File: src/design/wyr_cordic_cell.sv
// One CORDIC micro-rotation cell, rotation or vectoring mode
`default_nettype none
module wyr_cordic_cell #(
	parameter int XW = 33,
	parameter int ZW = 18,
	parameter int SW = 1,
	parameter int SHIFT = 0,
	parameter int STEP = 0,
	parameter bit VECTOR = 1'b0
) (
	input  logic                 clk,
	input  logic                 arst_n,
	input  logic                 en,
	input  logic                 in_valid,
	input  logic signed [XW-1:0] in_x,
	input  logic signed [XW-1:0] in_y,
	input  logic signed [ZW-1:0] in_z,
	input  logic [SW-1:0]        in_side,
	output logic                 out_valid,
	output logic signed [XW-1:0] out_x,
	output logic signed [XW-1:0] out_y,
	output logic signed [ZW-1:0] out_z,
	output logic [SW-1:0]        out_side
);
	localparam logic signed [ZW-1:0] STEP_Z = ZW'(STEP);

	logic signed [XW-1:0] xs;
	logic signed [XW-1:0] ys;
	logic ccw;

	assign xs = in_x >>> SHIFT;
	assign ys = in_y >>> SHIFT;
	assign ccw = VECTOR ? in_y[XW-1] : !in_z[ZW-1];

	always_ff @(posedge clk or negedge arst_n) begin
		if (!arst_n) begin
			out_valid <= 1'b0;
		end else if (en) begin
			out_valid <= in_valid;
		end
	end

	always_ff @(posedge clk) begin
		if (en) begin
			if (ccw) begin
				out_x <= in_x - ys;
				out_y <= in_y + xs;
				out_z <= in_z - STEP_Z;
			end else begin
				out_x <= in_x + ys;
				out_y <= in_y - xs;
				out_z <= in_z + STEP_Z;
			end
			out_side <= in_side;
		end
	end
endmodule
`default_nettype wire

File: config.mk
export PLATFORM = sky130hd
export DESIGN_NAME = wyr_cordic_cell
export DESIGN_NICKNAME = d
export VERILOG_FILES = /design/src/design/wyr_cordic_cell.sv
export SDC_FILE = /design/constraint.sdc
export NUM_CORES = 1
export LEC_CHECK = 0
export BUFFER_PORTS_ARGS = -buffer_cell sky130_fd_sc_hd__buf_4
export CAP_MARGIN = 40
export CELL_PAD_IN_SITES_DETAIL_PLACEMENT = 0
export CELL_PAD_IN_SITES_GLOBAL_PLACEMENT = 2
export CORE_MARGIN = 2
export CORE_UTILIZATION = 30
export DETAILED_ROUTE_END_ITERATION = 10
export PLACE_DENSITY_LB_ADDON = 0.1
export SYNTH_ARGS = -nofsm -noshare
export SYNTH_HDL_FRONTEND = slang
export SYNTH_SLANG_ARGS = --single-unit
File: constraint.sdc
create_clock -name clk -period 0.8 [get_ports clk]
set_input_delay 0.04 -clock clk [delete_from_list [all_inputs] [get_ports clk]]
set_output_delay 0.04 -clock clk [all_outputs]
set_load 0.005 [all_outputs]
==> flow_summary.toml <==
[status]
outcome = "complete, but fails checks"
violations = "negative setup slack"

[sta]
min_period_ns = 2.34
fmax_mhz = 427
worstMarginPinSlew_ns = 0.468
final.setup_skew_ns = 0
slew-limit-headroom_pct = 68.5
fin_crit_sh_pct = 293
rsz0062_at_grt = "yes"
fin_ws_ns = -1.54
slew_viol_final = 0
setup_violations = 150
hold_violations = 0

[synth]
yosysWarnings = 0
syn_area_per_cell_um2 = 8.82
ys_ff_latch = 85
syn_nets = 1107
synth_area_leaders = "edfxtp_1, ha_1, a21oi_1"
yosysMostFrequentCell = "a21oi_1"
synth_top_area_cell = "edfxtp_1"
synthArstFlopShare_pct = 1.18
synth_top_area_share_pct = 31.1
synth_cell_types = 81
ys_seq_area_share_pct = 31.4
ys.flop_type = "edfxtp_1"
synth_edf_count = 84
synth_area_um2 = 8110
synth_common_cells = "a21oi_1, ha_1, inv_1, edfxtp_1, nor2_1"
postSynthCellCount = 919

[worst_setup_path]
path_max_fanout = 4
critPathMaxStageDelay_ns = 0.37
worst_path_max_delay_cell = "o211ai_1"
crit_family = "compound AO/OA/AOI/OAI gates"
crit_type = "primary input to flip-flop"
critPathBufInv = 3
cp-start-kind = "primary input"
cp-end-kind = "flip-flop"
arrival_ns = 2.46
required_ns = 0.91
crit_chain = "buf_8, inv_8, ha_4, fa_2, nor2b_2, o31a_1, o211ai_1, nand2_2, buf_6, a31oi_4, o311ai_4, and4_1, a211oi_2, xnor2_1"

[final_layout]
stdcell_area_um2 = 15200
n_fill_cell = 2425
nets = 1678
final_util_pct = 56.9
multi_input_area_um2 = 6490
layout-drive-gt1-share_pct = 56.1
seq_area_um2 = 2550
antenna_cells = 0
flow.area_growth_from_synthesis_pct = 87.4
final_cells = 1836

[grt]
grtUsageMet3_pct = 2.59
met2_usage_pct = 38.0
grt_pass1_vias = 9101
grt.busiest_layer = "met2"
grt_usage_pct = 22.2
use_met1_pct = 30.1
overflow = 0
grt_pass1_wl_um = 49400
grt_max_degree = 19
antenna_found_initial = 0

[pwr]
leakagePower_nw = 6.92
ir_drop_mv = 1.01
power.total_mw = 21.5
powerDensity_nw_per_um2 = 1420

[place]
dp.cells = 1759
dp_slack_ns = -2.02
dp_hpwl_um = 25700
place.port_buffers = 174
place_area_um2 = 12700
globalplace.congestion = 0.889

[clocking]
clockBufferDepth = 2
numCtsBuffers = 9
cts-root-buf = "clkbuf_16"
cts_sinks = 85
clock_latency_ns = 0.35
cts_tree = "built"
htreeDepth = 3
clkSlewWorstSetupHoldPaths_ns = 0.07

[floorplanning]
num_io_pins = 175
initial_core_util_pct = 30.3
dieArea_um2 = 28400
die_h_um = 168
coreArea_um2 = 26700
rows = 60
die_w_um = 168

[route]
wire_per_inst_um = 17.4
drc = 0
routed_wirelength_um = 31900
vias_per_cell = 4.79
ant_nets = 0
dr.pass1.iters = 5
drt_iter0_markers = 412
via_count = 8795

[flow_run]
cap_viol_max_count = 0

[worst_hold_path]
hp-class = "primary input to flip-flop"
[cells in the final DEF (no fill, tap or decap), types with 23 or more instances in the layout]
| cell type | netlist | final |
|---|---|---|
| a21o_1 | 24 | 23 |
| buf_6 | 4 | 85 |
| o21ai_2 | 3 | 25 |
| a21oi_1 | 105 | 73 |
| inv_1 | 93 | 79 |
| xnor2_1 | 53 | 39 |
| nand2_1 | 56 | 48 |
| buf_4 | 2 | 484 |
| edfxtp_1 | 84 | 84 |
| nor2_1 | 75 | 61 |
| o21ai_0 | 61 | 25 |
| ha_1 | 96 | 72 |
[stage by stage]
stage	hold slack [ns]	setup TNS, ns
after floorplan	-0.256	-68.48
after global placement	-0.185	-101.31
after detailed placement	-0.184	-102.65
after CTS	0.0459	-82.21
after global routing	0.0420	-88.44
final	0.0482	-81.65
[power by group]
group / internal (mW) / switching, mW
sequential: 5.80 / 0.261
combinational: 5.90 / 5.09
clock: 2.21 / 2.26
total: 13.9 / 7.61
[final timing paths]
check | to | slack [ns] | depth (start not counted) | startpoint
worst min-delay path | out_x[27] | 0.05 | 1 | en
min in group asynchronous | out_valid | 0.53 | 3 | arst_n
worst max register to register | out_valid | 0.04 | 1 | out_valid
worst max-delay path | out_y[32] | -1.54 | 14 | in_y[0]
worst min register to register | out_valid | 0.55 | 1 | out_valid
max in group asynchronous | out_valid | 0.16 | 3 | arst_n
[kinds of logic (layout without fill, tap and decap cells)]
family	count (synthesis)	in the layout	share of synthesized area, %
xor+xnor	61	61	6.59
compound gates	307	307	25.1
buf+inv	141	717	7.16
flops	85	85	31.4
mux	19	19	2.38
simple gates	207	207	11.8
fa+ha+maj	99	99	15.6
[area by class of cell]
class | instances | share of cell area [%]
Tap cell | 341 | 2.81
Timing Repair Buffer | 602 | 33.0
Sequential cell | 85 | 16.8
Clock inverter | 7 | 0.502
Inverter | 99 | 2.76
Multi-Input combinational cell | 693 | 42.7
Clock buffer | 9 | 1.48
[flip-flops by register name, indices dropped and copies added (netlist names)]
signal,count
out_y,32
out_x,33
out_side,1
out_z,18
out_valid,1
[routing by layer]
layer / share of wire [%] / vias to the layer above
li1: - / 4419
met4: 1.3 / 0
met3: 3.9 / 24
met1: 47 / 4114
met2: 48 / 238
met5: 0 / -
[what timing repair did]
item | CTS | global route
resized for setup | 220 | 145
hold endpoints to repair | 20 | 0
hold buffers | 21 | 0
pin swaps | 99 | 103
buffers inserted | 32 | 31
endpoints found under the setup margin | 150 | 150
Power figures use the tool's default switching activity.
