===== src/design/wyr_isqrt_cell.sv =====
// One digit step of the bit-pair integer square root
`default_nettype none
module wyr_isqrt_cell #(
	parameter int VW = 63,
	parameter int K = 0,
	parameter int SW = 1
) (
	input  logic          clk,
	input  logic          arst_n,
	input  logic          en,
	input  logic          in_valid,
	input  logic [VW-1:0] in_v,
	input  logic [VW-1:0] in_res,
	input  logic [SW-1:0] in_side,
	output logic          out_valid,
	output logic [VW-1:0] out_v,
	output logic [VW-1:0] out_res,
	output logic [SW-1:0] out_side
);
	localparam logic [VW-1:0] BIT = VW'(1) << (2 * K);

	logic [VW:0] trial;
	logic ge;

	assign trial = {1'b0, in_res} + {1'b0, BIT};
	assign ge = {1'b0, in_v} >= trial;

	always_ff @(posedge clk or negedge arst_n) begin
		if (!arst_n) begin
			out_valid <= 1'b0;
		end else if (en) begin
			out_valid <= in_valid;
		end
	end

	always_ff @(posedge clk) begin
		if (en) begin
			if (ge) begin
				out_v   <= in_v - trial[VW-1:0];
				out_res <= (in_res >> 1) + BIT;
			end else begin
				out_v   <= in_v;
				out_res <= in_res >> 1;
			end
			out_side <= in_side;
		end
	end
endmodule
`default_nettype wire


===== config.mk =====
export PLATFORM = sky130hd
export DESIGN_NAME = wyr_isqrt_cell
export DESIGN_NICKNAME = d
export VERILOG_FILES = /design/src/design/wyr_isqrt_cell.sv
export SDC_FILE = /design/constraint.sdc
export NUM_CORES = 1
export LEC_CHECK = 0
export ABC_CLOCK_PERIOD_IN_PS = 800
export BUFFER_PORTS_ARGS = -buffer_cell sky130_fd_sc_hd__buf_2
export CORE_MARGIN = 2
export CORE_UTILIZATION = 30
export DETAILED_ROUTE_END_ITERATION = 8
export PLACE_DENSITY_LB_ADDON = 0.3
export REMOVE_ABC_BUFFERS = 1
export SETUP_SLACK_MARGIN = 0.1
export SLEW_MARGIN = 20
export SYNTH_ARGS = -nofsm -noshare
export SYNTH_HDL_FRONTEND = slang
export SYNTH_SLANG_ARGS = --single-unit
export TNS_END_PERCENT = 10

===== constraint.sdc =====
create_clock -name clk -period 0.8 [get_ports clk]
set_input_delay 0.08 -clock clk [delete_from_list [all_inputs] [get_ports clk]]
set_output_delay 0.08 -clock clk [all_outputs]
set_load 0.01 [all_outputs]

==> results.toml, run 1 <==
[global_route]
grt_usage_pct = 27.5
antenna_found_initial = 9
overflow = 0
grt_pass1_vias = 13700
grt_pass1_wl_um = 78700
grt_max_degree = 23

[logic_synthesis]
syn_area_per_cell_um2 = 8.57
ys_ff_latch = 128
syn-cell-area_um2 = 11100
ys_warn_count = 0
async_reset_ff_share_pct = 0.781
synth-seq-area-share_pct = 34.7
synth_cells = 1289
synth_edf_count = 127
synth.distinct_cells = 70
synth_ff_type = "edfxtp_1"

[worst_setup_path]
rr_worst_depth = 1
reg2reg_from = "out_valid"
path_delay_family = "simple AND/OR/NAND/NOR gates"
critPathBufInv = 5
cpMostUsedCell = "buf_6"
rrSetupSlack_ps = 50
arrival_ps = 4130
max_stage_delay_ps = 500
slowest_stage = "or3_4"
worstSetupEndpointType = "register"
start_kind = "input pin"
critPathKind = "input pin to register"
cp_max_fo = 6
r2r_end = "out_valid"
cp.required_ps = 1010
cp_cell_sequence = "buf_6 > nand4_1 > or3_4 > nor2_4 > nand3_4 > or2_4 > buf_6 > or4_4 > xor2_1 > ha_1 > a21o_1 > a21oi_4 > o211ai_1 > buf_4 > o21ai_4 > buf_6 > buf_12 > nor3_4 > and3_1 > xor2_1"

[floorplanning]
rows = 70
die_y_um = 196
core_area_um2 = 36400
die_area_um2 = 38400
io_pins = 259
die_width_um = 196
start_util_pct = 30.3

[drt]
via_per_inst = 5.15
drtPass1Iterations = 5
drtAntennaViolNets = 0
totalWireLength_um = 54100
routedWlPerCell_um = 20.4
drc_errors = 0
drt_iter0_drc = 889
dr_total_vias = 13600

[clock_network]
cts_made_buffers = 17
cts_sinks = 128
clockBufferDepth = 2
clockRootBuffer = "clkbuf_16"
clk_latency_ps = 450
clk_pin_slew_worst_paths_ps = 60
h-tree-depth = 4
cts_tree = "built"
postCtsHoldBufs = 50

[timing]
worst_pin_slew_ps = 554
min_period_ps = 3920
rsz0062_at_grt = "true"
min_period_over_period_pct = 490
hold_viol = 2
timing.hold.ws_ps = -17.3
setup_violations = 254
slew_viol_final = 0
fmax_mhz = 255
setup_ws_ps = -3120
relSlewSlack_pct = 62.7
skew_ps = 0

[power_and_ir_drop]
p_comb_share_pct = 41.8
p_sw_share_pct = 33.7
ir_worst_vdd_v = 0.00165
p_leak_nw = 8.90
seqPwrFrac_pct = 29.8
switchingPower_w = 0.00970
p_int_w = 0.0191
design_power_total_w = 0.0288
power.density_nw_per_um2 = 1430
pwr-share-clk_pct = 28.3

[placement]
hpwl_um = 43200
numPortBuffers = 258
pre_cts_ws_ps = -4210
gp_congestion = 0.977

[outcome]
status = "complete, but fails checks"
violations = "hold timing, setup timing"

[hold_path]
min_to = "out_v[60]"
min_path_cells = 2
min_path_type = "input pin to register"
hp-start = "in_v[60]"

[finish]
syn2layout_area_growth_pct = 81.8
layout_common_cells = "buf_4, buf_2, nand2_1, edfxtp_1, xnor2_1"
fin_nets = 2361
layout-drive-gt1-share_pct = 51.4
final_util_pct = 55.1
layout_commonest_cell = "buf_4"
n_fill_cell = 3377

[run]
cap_violations = 0
## sequential cells by signal (all words and copies together) (netlist names)
| signal | count |
|---|---|
| out_valid | 1 |
| out_side | 1 |
| out_res | 63 |
| out_v | 63 |
## worst max path at each step
| stage | start | endpoint | slack (ps) | cells past startpoint |
|---|---|---|---|---|
| floorplan | in_res[0] | out_res[5] | -6110 | 19 |
| global placement | in_res[2] | out_v[60] | -4140 | 17 |
| detailed placement | in_res[2] | out_res[50] | -4210 | 19 |
| CTS | in_res[2] | out_res[49] | -3050 | 21 |
| global route | in_res[36] | out_res[11] | -3220 | 20 |
| finish | in_res[9] | out_res[8] | -3120 | 20 |
## power groups by stage
stage	combinational (W)	sequential [W]	clock (W)
finish	0.0120	0.00859	0.00816
global placement	0.00986	0.00871	0
CTS	0.0111	0.00859	0.00831
global route	0.0129	0.00865	0.00856
floorplan	0.00381	0.00910	0
detailed placement	0.00989	0.00870	0
## metrics by stage
stage          TNS (ps)  cell area (um2)  cells
2_1_floorplan   -652290            10800   1230
3_3_place_gp    -499690            16900   2505
3_5_place_dp    -507670            16900   2505
4_1_cts         -397560            19100   2624
5_1_grt         -424590            20100   2647
6_report        -405670            20100   2650
## cell families after synthesis
group           count (synthesis)  share of synthesized area, %
simple gates                  531                          23.4
flops                         128                          34.7
buf+inv                        85                          3.42
xor+xnor                      174                          13.8
mux                             3                         0.306
fa+ha+maj                      66                          7.54
compound gates                302                          16.8
## area by class of cell
type / instances / area [um2] / area share [%]
tap: 468 / 586 / 2.91
clock inverter: 13 / 165 / 0.822
antenna: 5 / 12.5 / 0.0623
inverter: 26 / 97.6 / 0.486
sequential: 128 / 3840 / 19.1
clock buffer: 19 / 433 / 2.15
multi-input combinational: 1076 / 8120 / 40.4
timing repair buffer: 915 / 6840 / 34.0
## routing by layer
| metal | track usage [%] | vias up | routed length, um |
|---|---|---|---|
| met4 | 11.7 | 10 | 2400 |
| li1 | - | 6487 | - |
| met3 | 5.79 | 134 | 3220 |
| met5 | 0 | - | 48 |
| met2 | 47.9 | 510 | 26500 |
| met1 | 32.9 | 6499 | 21900 |
## Yosys cell counts, types with 20 or more instances
cell type | n | area (um2)
a21oi_1 | 82 | 410
and3_1 | 20 | 125
clkbuf_1 | 35 | 131
edfxtp_1 | 127 | 3810
ha_1 | 65 | 813
inv_1 | 26 | 97.6
nand2_1 | 194 | 728
nand3_1 | 44 | 220
nand4_1 | 45 | 282
nor2_1 | 95 | 357
nor3_1 | 46 | 230
o21ai_0 | 38 | 190
o21ai_1 | 62 | 310
o21bai_1 | 20 | 150
xnor2_1 | 92 | 806
xor2_1 | 82 | 718
## what timing repair did
item	in CTS	in global routing
endpoints found under the setup margin	255	255
setup buffers	33	21
gates cloned	4	3
gates resized for setup	166	163
pin swaps	57	86
hold endpoints to repair	51	2
(Power assumes the default switching activity.)
==> run 2, diff against run 1 <==
--- a/config.mk
+++ b/config.mk
@@ -10,6 +10,7 @@
 export CORE_MARGIN = 2
 export CORE_UTILIZATION = 30
 export DETAILED_ROUTE_END_ITERATION = 8
+export HOLD_SLACK_MARGIN = 0.06
 export PLACE_DENSITY_LB_ADDON = 0.3
 export REMOVE_ABC_BUFFERS = 1
 export SETUP_SLACK_MARGIN = 0.1
==> run 2 against run 1 <==
Net effect: the flow still finishes with violations (hold timing, setup timing); combinational power barely moved; fmax down 0.30%; sequential power is essentially flat; utilization is essentially flat; via count hardly changed; sequential share of layout area hardly changed; first-iteration DRC count fell by 10%; critical path depth is the same; final cell count barely moved.
==> results.toml, run 2 (synthesized netlist as in run 1, its figures left out) <==
[power_and_ir_drop]
power.density_nw_per_um2 = 1430
design_power_total_w = 0.0288
ir_worst_vdd_v = 0.00165
p_leak_nw = 8.91

[worst_setup_path]
rr_worst_depth = 1
arrival_ps = 4140
slowest_stage = "or3_4"
path_delay_family = "simple AND/OR/NAND/NOR gates"
start_kind = "input pin"
reg2reg_from = "out_valid"
worstSetupEndpointType = "register"
critPathKind = "input pin to register"
cpMostUsedCell = "buf_6"
r2r_end = "out_valid"
critPathBufInv = 5
max_stage_delay_ps = 510
cp.required_ps = 1010
cp_cell_sequence = "buf_6 > nand4_1 > or3_4 > nor2_4 > nand3_4 > or2_4 > buf_6 > or4_4 > xor2_1 > ha_1 > a21o_1 > a21oi_4 > o211ai_1 > buf_4 > o21ai_4 > buf_6 > buf_12 > nor3_4 > and3_1 > xor2_1"
rrSetupSlack_ps = 50
cp_max_fo = 6

[drt]
dr_total_vias = 13700
drtPass1Iterations = 6
totalWireLength_um = 54100
drtAntennaViolNets = 0
routedWlPerCell_um = 20.4
drc_errors = 0
drt_iter0_drc = 799
via_per_inst = 5.15

[timing]
slew_viol_final = 0
min_period_ps = 3930
timing.hold.ws_ps = -16.9
hold_viol = 2
min_period_over_period_pct = 491
worst_pin_slew_ps = 556
skew_ps = 0
relSlewSlack_pct = 62.6
fmax_mhz = 254
setup_violations = 254
setup_ws_ps = -3130
fin_setup_tns_ps = -406150
rsz0062_at_grt = "true"

[placement]
numPortBuffers = 258
hpwl_um = 43200
gp_congestion = 0.977
dp.cells = 2505
pre_cts_ws_ps = -4210

[floorplanning]
io_pins = 259
die_area_um2 = 38400
start_util_pct = 30.3
rows = 70
core_area_um2 = 36400
die_width_um = 196
die_y_um = 196

[finish]
layout-drive-gt1-share_pct = 51.3
layout_commonest_cell = "buf_4"
layout_common_cells = "buf_4, buf_2, nand2_1, edfxtp_1, xnor2_1"
syn2layout_area_growth_pct = 81.9
fin_nets = 2362
fin_cells = 2651
reg.largest.list = "out_res: 63 flops, out_v: 63 flops"

[clock_network]
postCtsHoldBufs = 51
cts_made_buffers = 17
clk_latency_ps = 450
clockBufferDepth = 2
clk_pin_slew_worst_paths_ps = 60
cts_sinks = 128
cts_tree = "built"
h-tree-depth = 4
clockRootBuffer = "clkbuf_16"

[outcome]
status = "complete, but fails checks"
violations = "hold timing, setup timing"

[hold_path]
min_to = "out_v[60]"
min_path_cells = 2
hp-start = "in_v[60]"
min_path_type = "input pin to register"

[global_route]
grt_pass1_vias = 13700
grt_max_degree = 23
grt_pass1_wl_um = 78800
grt_usage_pct = 27.5
overflow = 0
antenna_found_initial = 9

[run]
cap_violations = 0
[run 2: how the worst max path moves through the flow]
stage	cells past startpoint	end	slack [ps]	start
floorplan	19	out_res[5]	-6110	in_res[0]
global placement	17	out_v[60]	-4140	in_res[2]
detailed placement	19	out_res[50]	-4210	in_res[2]
CTS	21	out_res[49]	-3050	in_res[2]
global route	20	out_res[11]	-3220	in_res[36]
finish	20	out_res[8]	-3130	in_res[9]
[run 2: metal layers]
metal | track usage, % | part of all wire [%]
met1 | 32.9 | 40
met2 | 47.9 | 49
met3 | 5.79 | 6.4
met4 | 11.7 | 4.4
met5 | 0 | 0.089
[run 2: power by group]
group          leakage, nW  internal (W)  total [W]  switching [W]
registers             1.25       0.00834    0.00858       0.000242
clock network        0.282       0.00489    0.00817        0.00328
logic                 7.37       0.00587     0.0121        0.00619
[run 2: stage by stage]
step           util [%]  instance area, um2
6_report           55.2               20100
5_1_grt            55.1               20100
4_1_cts            52.4               19100
3_5_place_dp       46.3               16900
3_3_place_gp       46.3               16900
2_1_floorplan         -               10800
[run 2: area by class of cell]
class | instances | area (um2)
multi-input combinational | 1076 | 8120
antenna | 5 | 12.5
inverter | 26 | 97.6
fill | 3376 | 16300
timing repair buffer | 916 | 6850
clock buffer | 19 | 433
tap | 468 | 586
sequential | 128 | 3840
clock inverter | 13 | 165
[run 2: repair_timing]
item | CTS | global route
buffers inserted | 33 | 21
cloned | 4 | 3
gates resized for setup | 166 | 163
endpoints found under the setup margin | 255 | 255
pin swaps | 57 | 86
hold endpoints to repair | 73 | 15
==> run 3, diff against run 2 <==
--- a/config.mk
+++ b/config.mk
@@ -8,7 +8,7 @@
 export ABC_CLOCK_PERIOD_IN_PS = 800
 export BUFFER_PORTS_ARGS = -buffer_cell sky130_fd_sc_hd__buf_2
 export CORE_MARGIN = 2
-export CORE_UTILIZATION = 30
+export CORE_UTILIZATION = 45
 export DETAILED_ROUTE_END_ITERATION = 8
 export HOLD_SLACK_MARGIN = 0.06
 export PLACE_DENSITY_LB_ADDON = 0.3
==> run 3 against run 2 <==
Net effect: the run still ends with hold timing, setup timing left; power fell by 1.3%; setup slack got worse by 320 ps; critical endpoint is now out_res[17]; global-route usage up 13 points; critical path depth rose by 5; sequential cell count unchanged; non-clock buffer count is 28 lower; clock power about the same; wire length up 5.3%; first-iteration DRC count increased by 85%; final cell count shrank 6.6%; count of clock-buffer cells in the layout decreased by 2.
==> results.toml, run 3 (synthesized netlist as in run 1, its figures left out) <==
[finish]
fin_nets = 2335
diodes = 0
fin_cells = 2475
final_cell_area_um2 = 19400
n_fill_cell = 1530
layout-drive-gt1-share_pct = 49.2
layout_common_cells = "buf_4, buf_2, nand2_1, edfxtp_1, xnor2_1"
reg.largest.list = "out_res: 63 flops, out_v: 63 flops"
syn2layout_area_growth_pct = 75.3
layout_commonest_cell = "buf_4"

[timing]
setup_ws_ps = -3450
fmax_mhz = 235
hold_viol = 3
skew_ps = 0
rsz0062_at_grt = "true"
slew_viol_final = 0
timing.hold.ws_ps = -51.6
relSlewSlack_pct = 52.7
fin_setup_tns_ps = -435610
setup_violations = 254
worst_pin_slew_ps = 703
min_period_ps = 4250
min_period_over_period_pct = 532

[worst_setup_path]
critPathKind = "input pin to register"
arrival_ps = 4490
cp_max_fo = 5
rrSetupSlack_ps = 40
start_kind = "input pin"
worstSetupEndpointType = "register"
cp.required_ps = 1040

[global_route]
antenna_found_initial = 0
grt_pass1_wl_um = 80500
grt_max_degree = 57
grt_pass1_vias = 14500
grt_usage_pct = 40.8
overflow = 0

[drt]
drt_iter0_drc = 1478
dr_total_vias = 14600
totalWireLength_um = 56900
drtAntennaViolNets = 0
drtPass1Iterations = 6
via_per_inst = 5.91
drc_errors = 0
routedWlPerCell_um = 23.0

[placement]
gp_congestion = 1.06
place_area_um2 = 16500
hpwl_um = 40800
dp.cells = 2341
numPortBuffers = 258

[power_and_ir_drop]
p_leak_nw = 8.67
power.density_nw_per_um2 = 1470
ir_worst_vdd_v = 0.00123
design_power_total_w = 0.0284

[clock_network]
cts_tree = "built"
postCtsHoldBufs = 43
cts_made_buffers = 17
clk_pin_slew_worst_paths_ps = 70
clockBufferDepth = 2
cts_sinks = 128
h-tree-depth = 4
clockRootBuffer = "clkbuf_16"
clk_latency_ps = 440

[floorplanning]
die_area_um2 = 25800
core_area_um2 = 24200
rows = 57
io_pins = 259
die_y_um = 161
start_util_pct = 45.6
die_width_um = 161

[outcome]
violations = "hold timing, setup timing"
status = "complete, but fails checks"

[run]
cap_violations = 0

[hold_path]
min_path_type = "input pin to register"
-- run 3: cell count changes in the layout (fill, tap and decap cells not counted), moves of 5 or more --
cell           before  now
buf_8              10    2
o21ai_1            45   65
buf_6              28   21
nand2_2            14    8
nor3_2             16   11
dlygate4sd3_1      51   43
inv_6               0    5
nand2_1           172  180
buf_4             560  552
o21ai_2            27    7
diode_2             5    0
-- run 3: layout make-up --
class | instances | area [um2] | area share (%)
Multi-Input combinational cell | 1077 | 7980 | 41.2
Timing Repair Buffer | 888 | 6480 | 33.4
Sequential cell | 128 | 3840 | 19.8
Clock buffer | 17 | 425 | 2.20
Tap cell | 324 | 405 | 2.09
Clock inverter | 15 | 149 | 0.769
Inverter | 26 | 97.6 | 0.504
-- run 3: per-layer routing --
layer	global-route usage, %	routed length [um]	up-vias	share of wire [%]
li1	-	-	6430	-
met1	44.7	19900	6818	35
met2	70.8	26800	1040	47
met3	6.92	4800	346	8.4
met4	31.4	5470	0	9.6
met5	0	0	-	0
-- run 3: final timing paths --
path                       startpoint     endpoint  cells past startpoint
setup / recovery            in_res[1]  out_res[17]                     25
hold / removal               in_v[62]    out_v[62]                      3
setup reg to reg            out_valid    out_valid                      1
hold reg to reg             out_valid    out_valid                      1
max in group asynchronous      arst_n    out_valid                      3
min in group asynchronous      arst_n    out_valid                      3
-- run 3: power breakdown --
group          total, W  switching, W  internal (W)
combinational    0.0117       0.00617       0.00554
clock           0.00816       0.00379       0.00437
sequential      0.00856      0.000226       0.00833
total            0.0284        0.0102        0.0182
-- run 3: worst max-delay path, cell delays in order --
cell       delay (ps)
buf_8              80
buf_6             110
ha_4              200
nand3_4           110
or3_4             400
nand2b_4          190
buf_6             160
nor3_4            280
xnor2_4           190
ha_4              330
buf_4             110
buf_4             100
nand2_1            70
o21ai_0           240
a21oi_1            80
buf_4             160
o2111ai_1         110
o221a_4           240
o21ai_4            90
buf_6             160
buf_12            120
buf_4             130
nor3_4            220
nand4_1           170
xnor2_1           340
-- run 3: timing repair --
action	CTS	global route
gates resized for setup	203	53
gates cloned	3	3
setup endpoints to repair	255	255
buffers inserted	37	17
endpoints found under the hold margin	59	7
pin swaps	89	35
-- run 3: through the flow --
| step | hold slack (ps) | setup slack [ps] | utilization [%] |
|---|---|---|---|
| after floorplan | -216 | -6110 | - |
| after global placement | -145 | -4000 | 68.2 |
| after detailed placement | -143 | -4090 | 68.2 |
| after CTS | -41.5 | -3080 | 77.9 |
| after global routing | -16.6 | -3510 | 79.9 |
| final | -51.6 | -3450 | 79.9 |
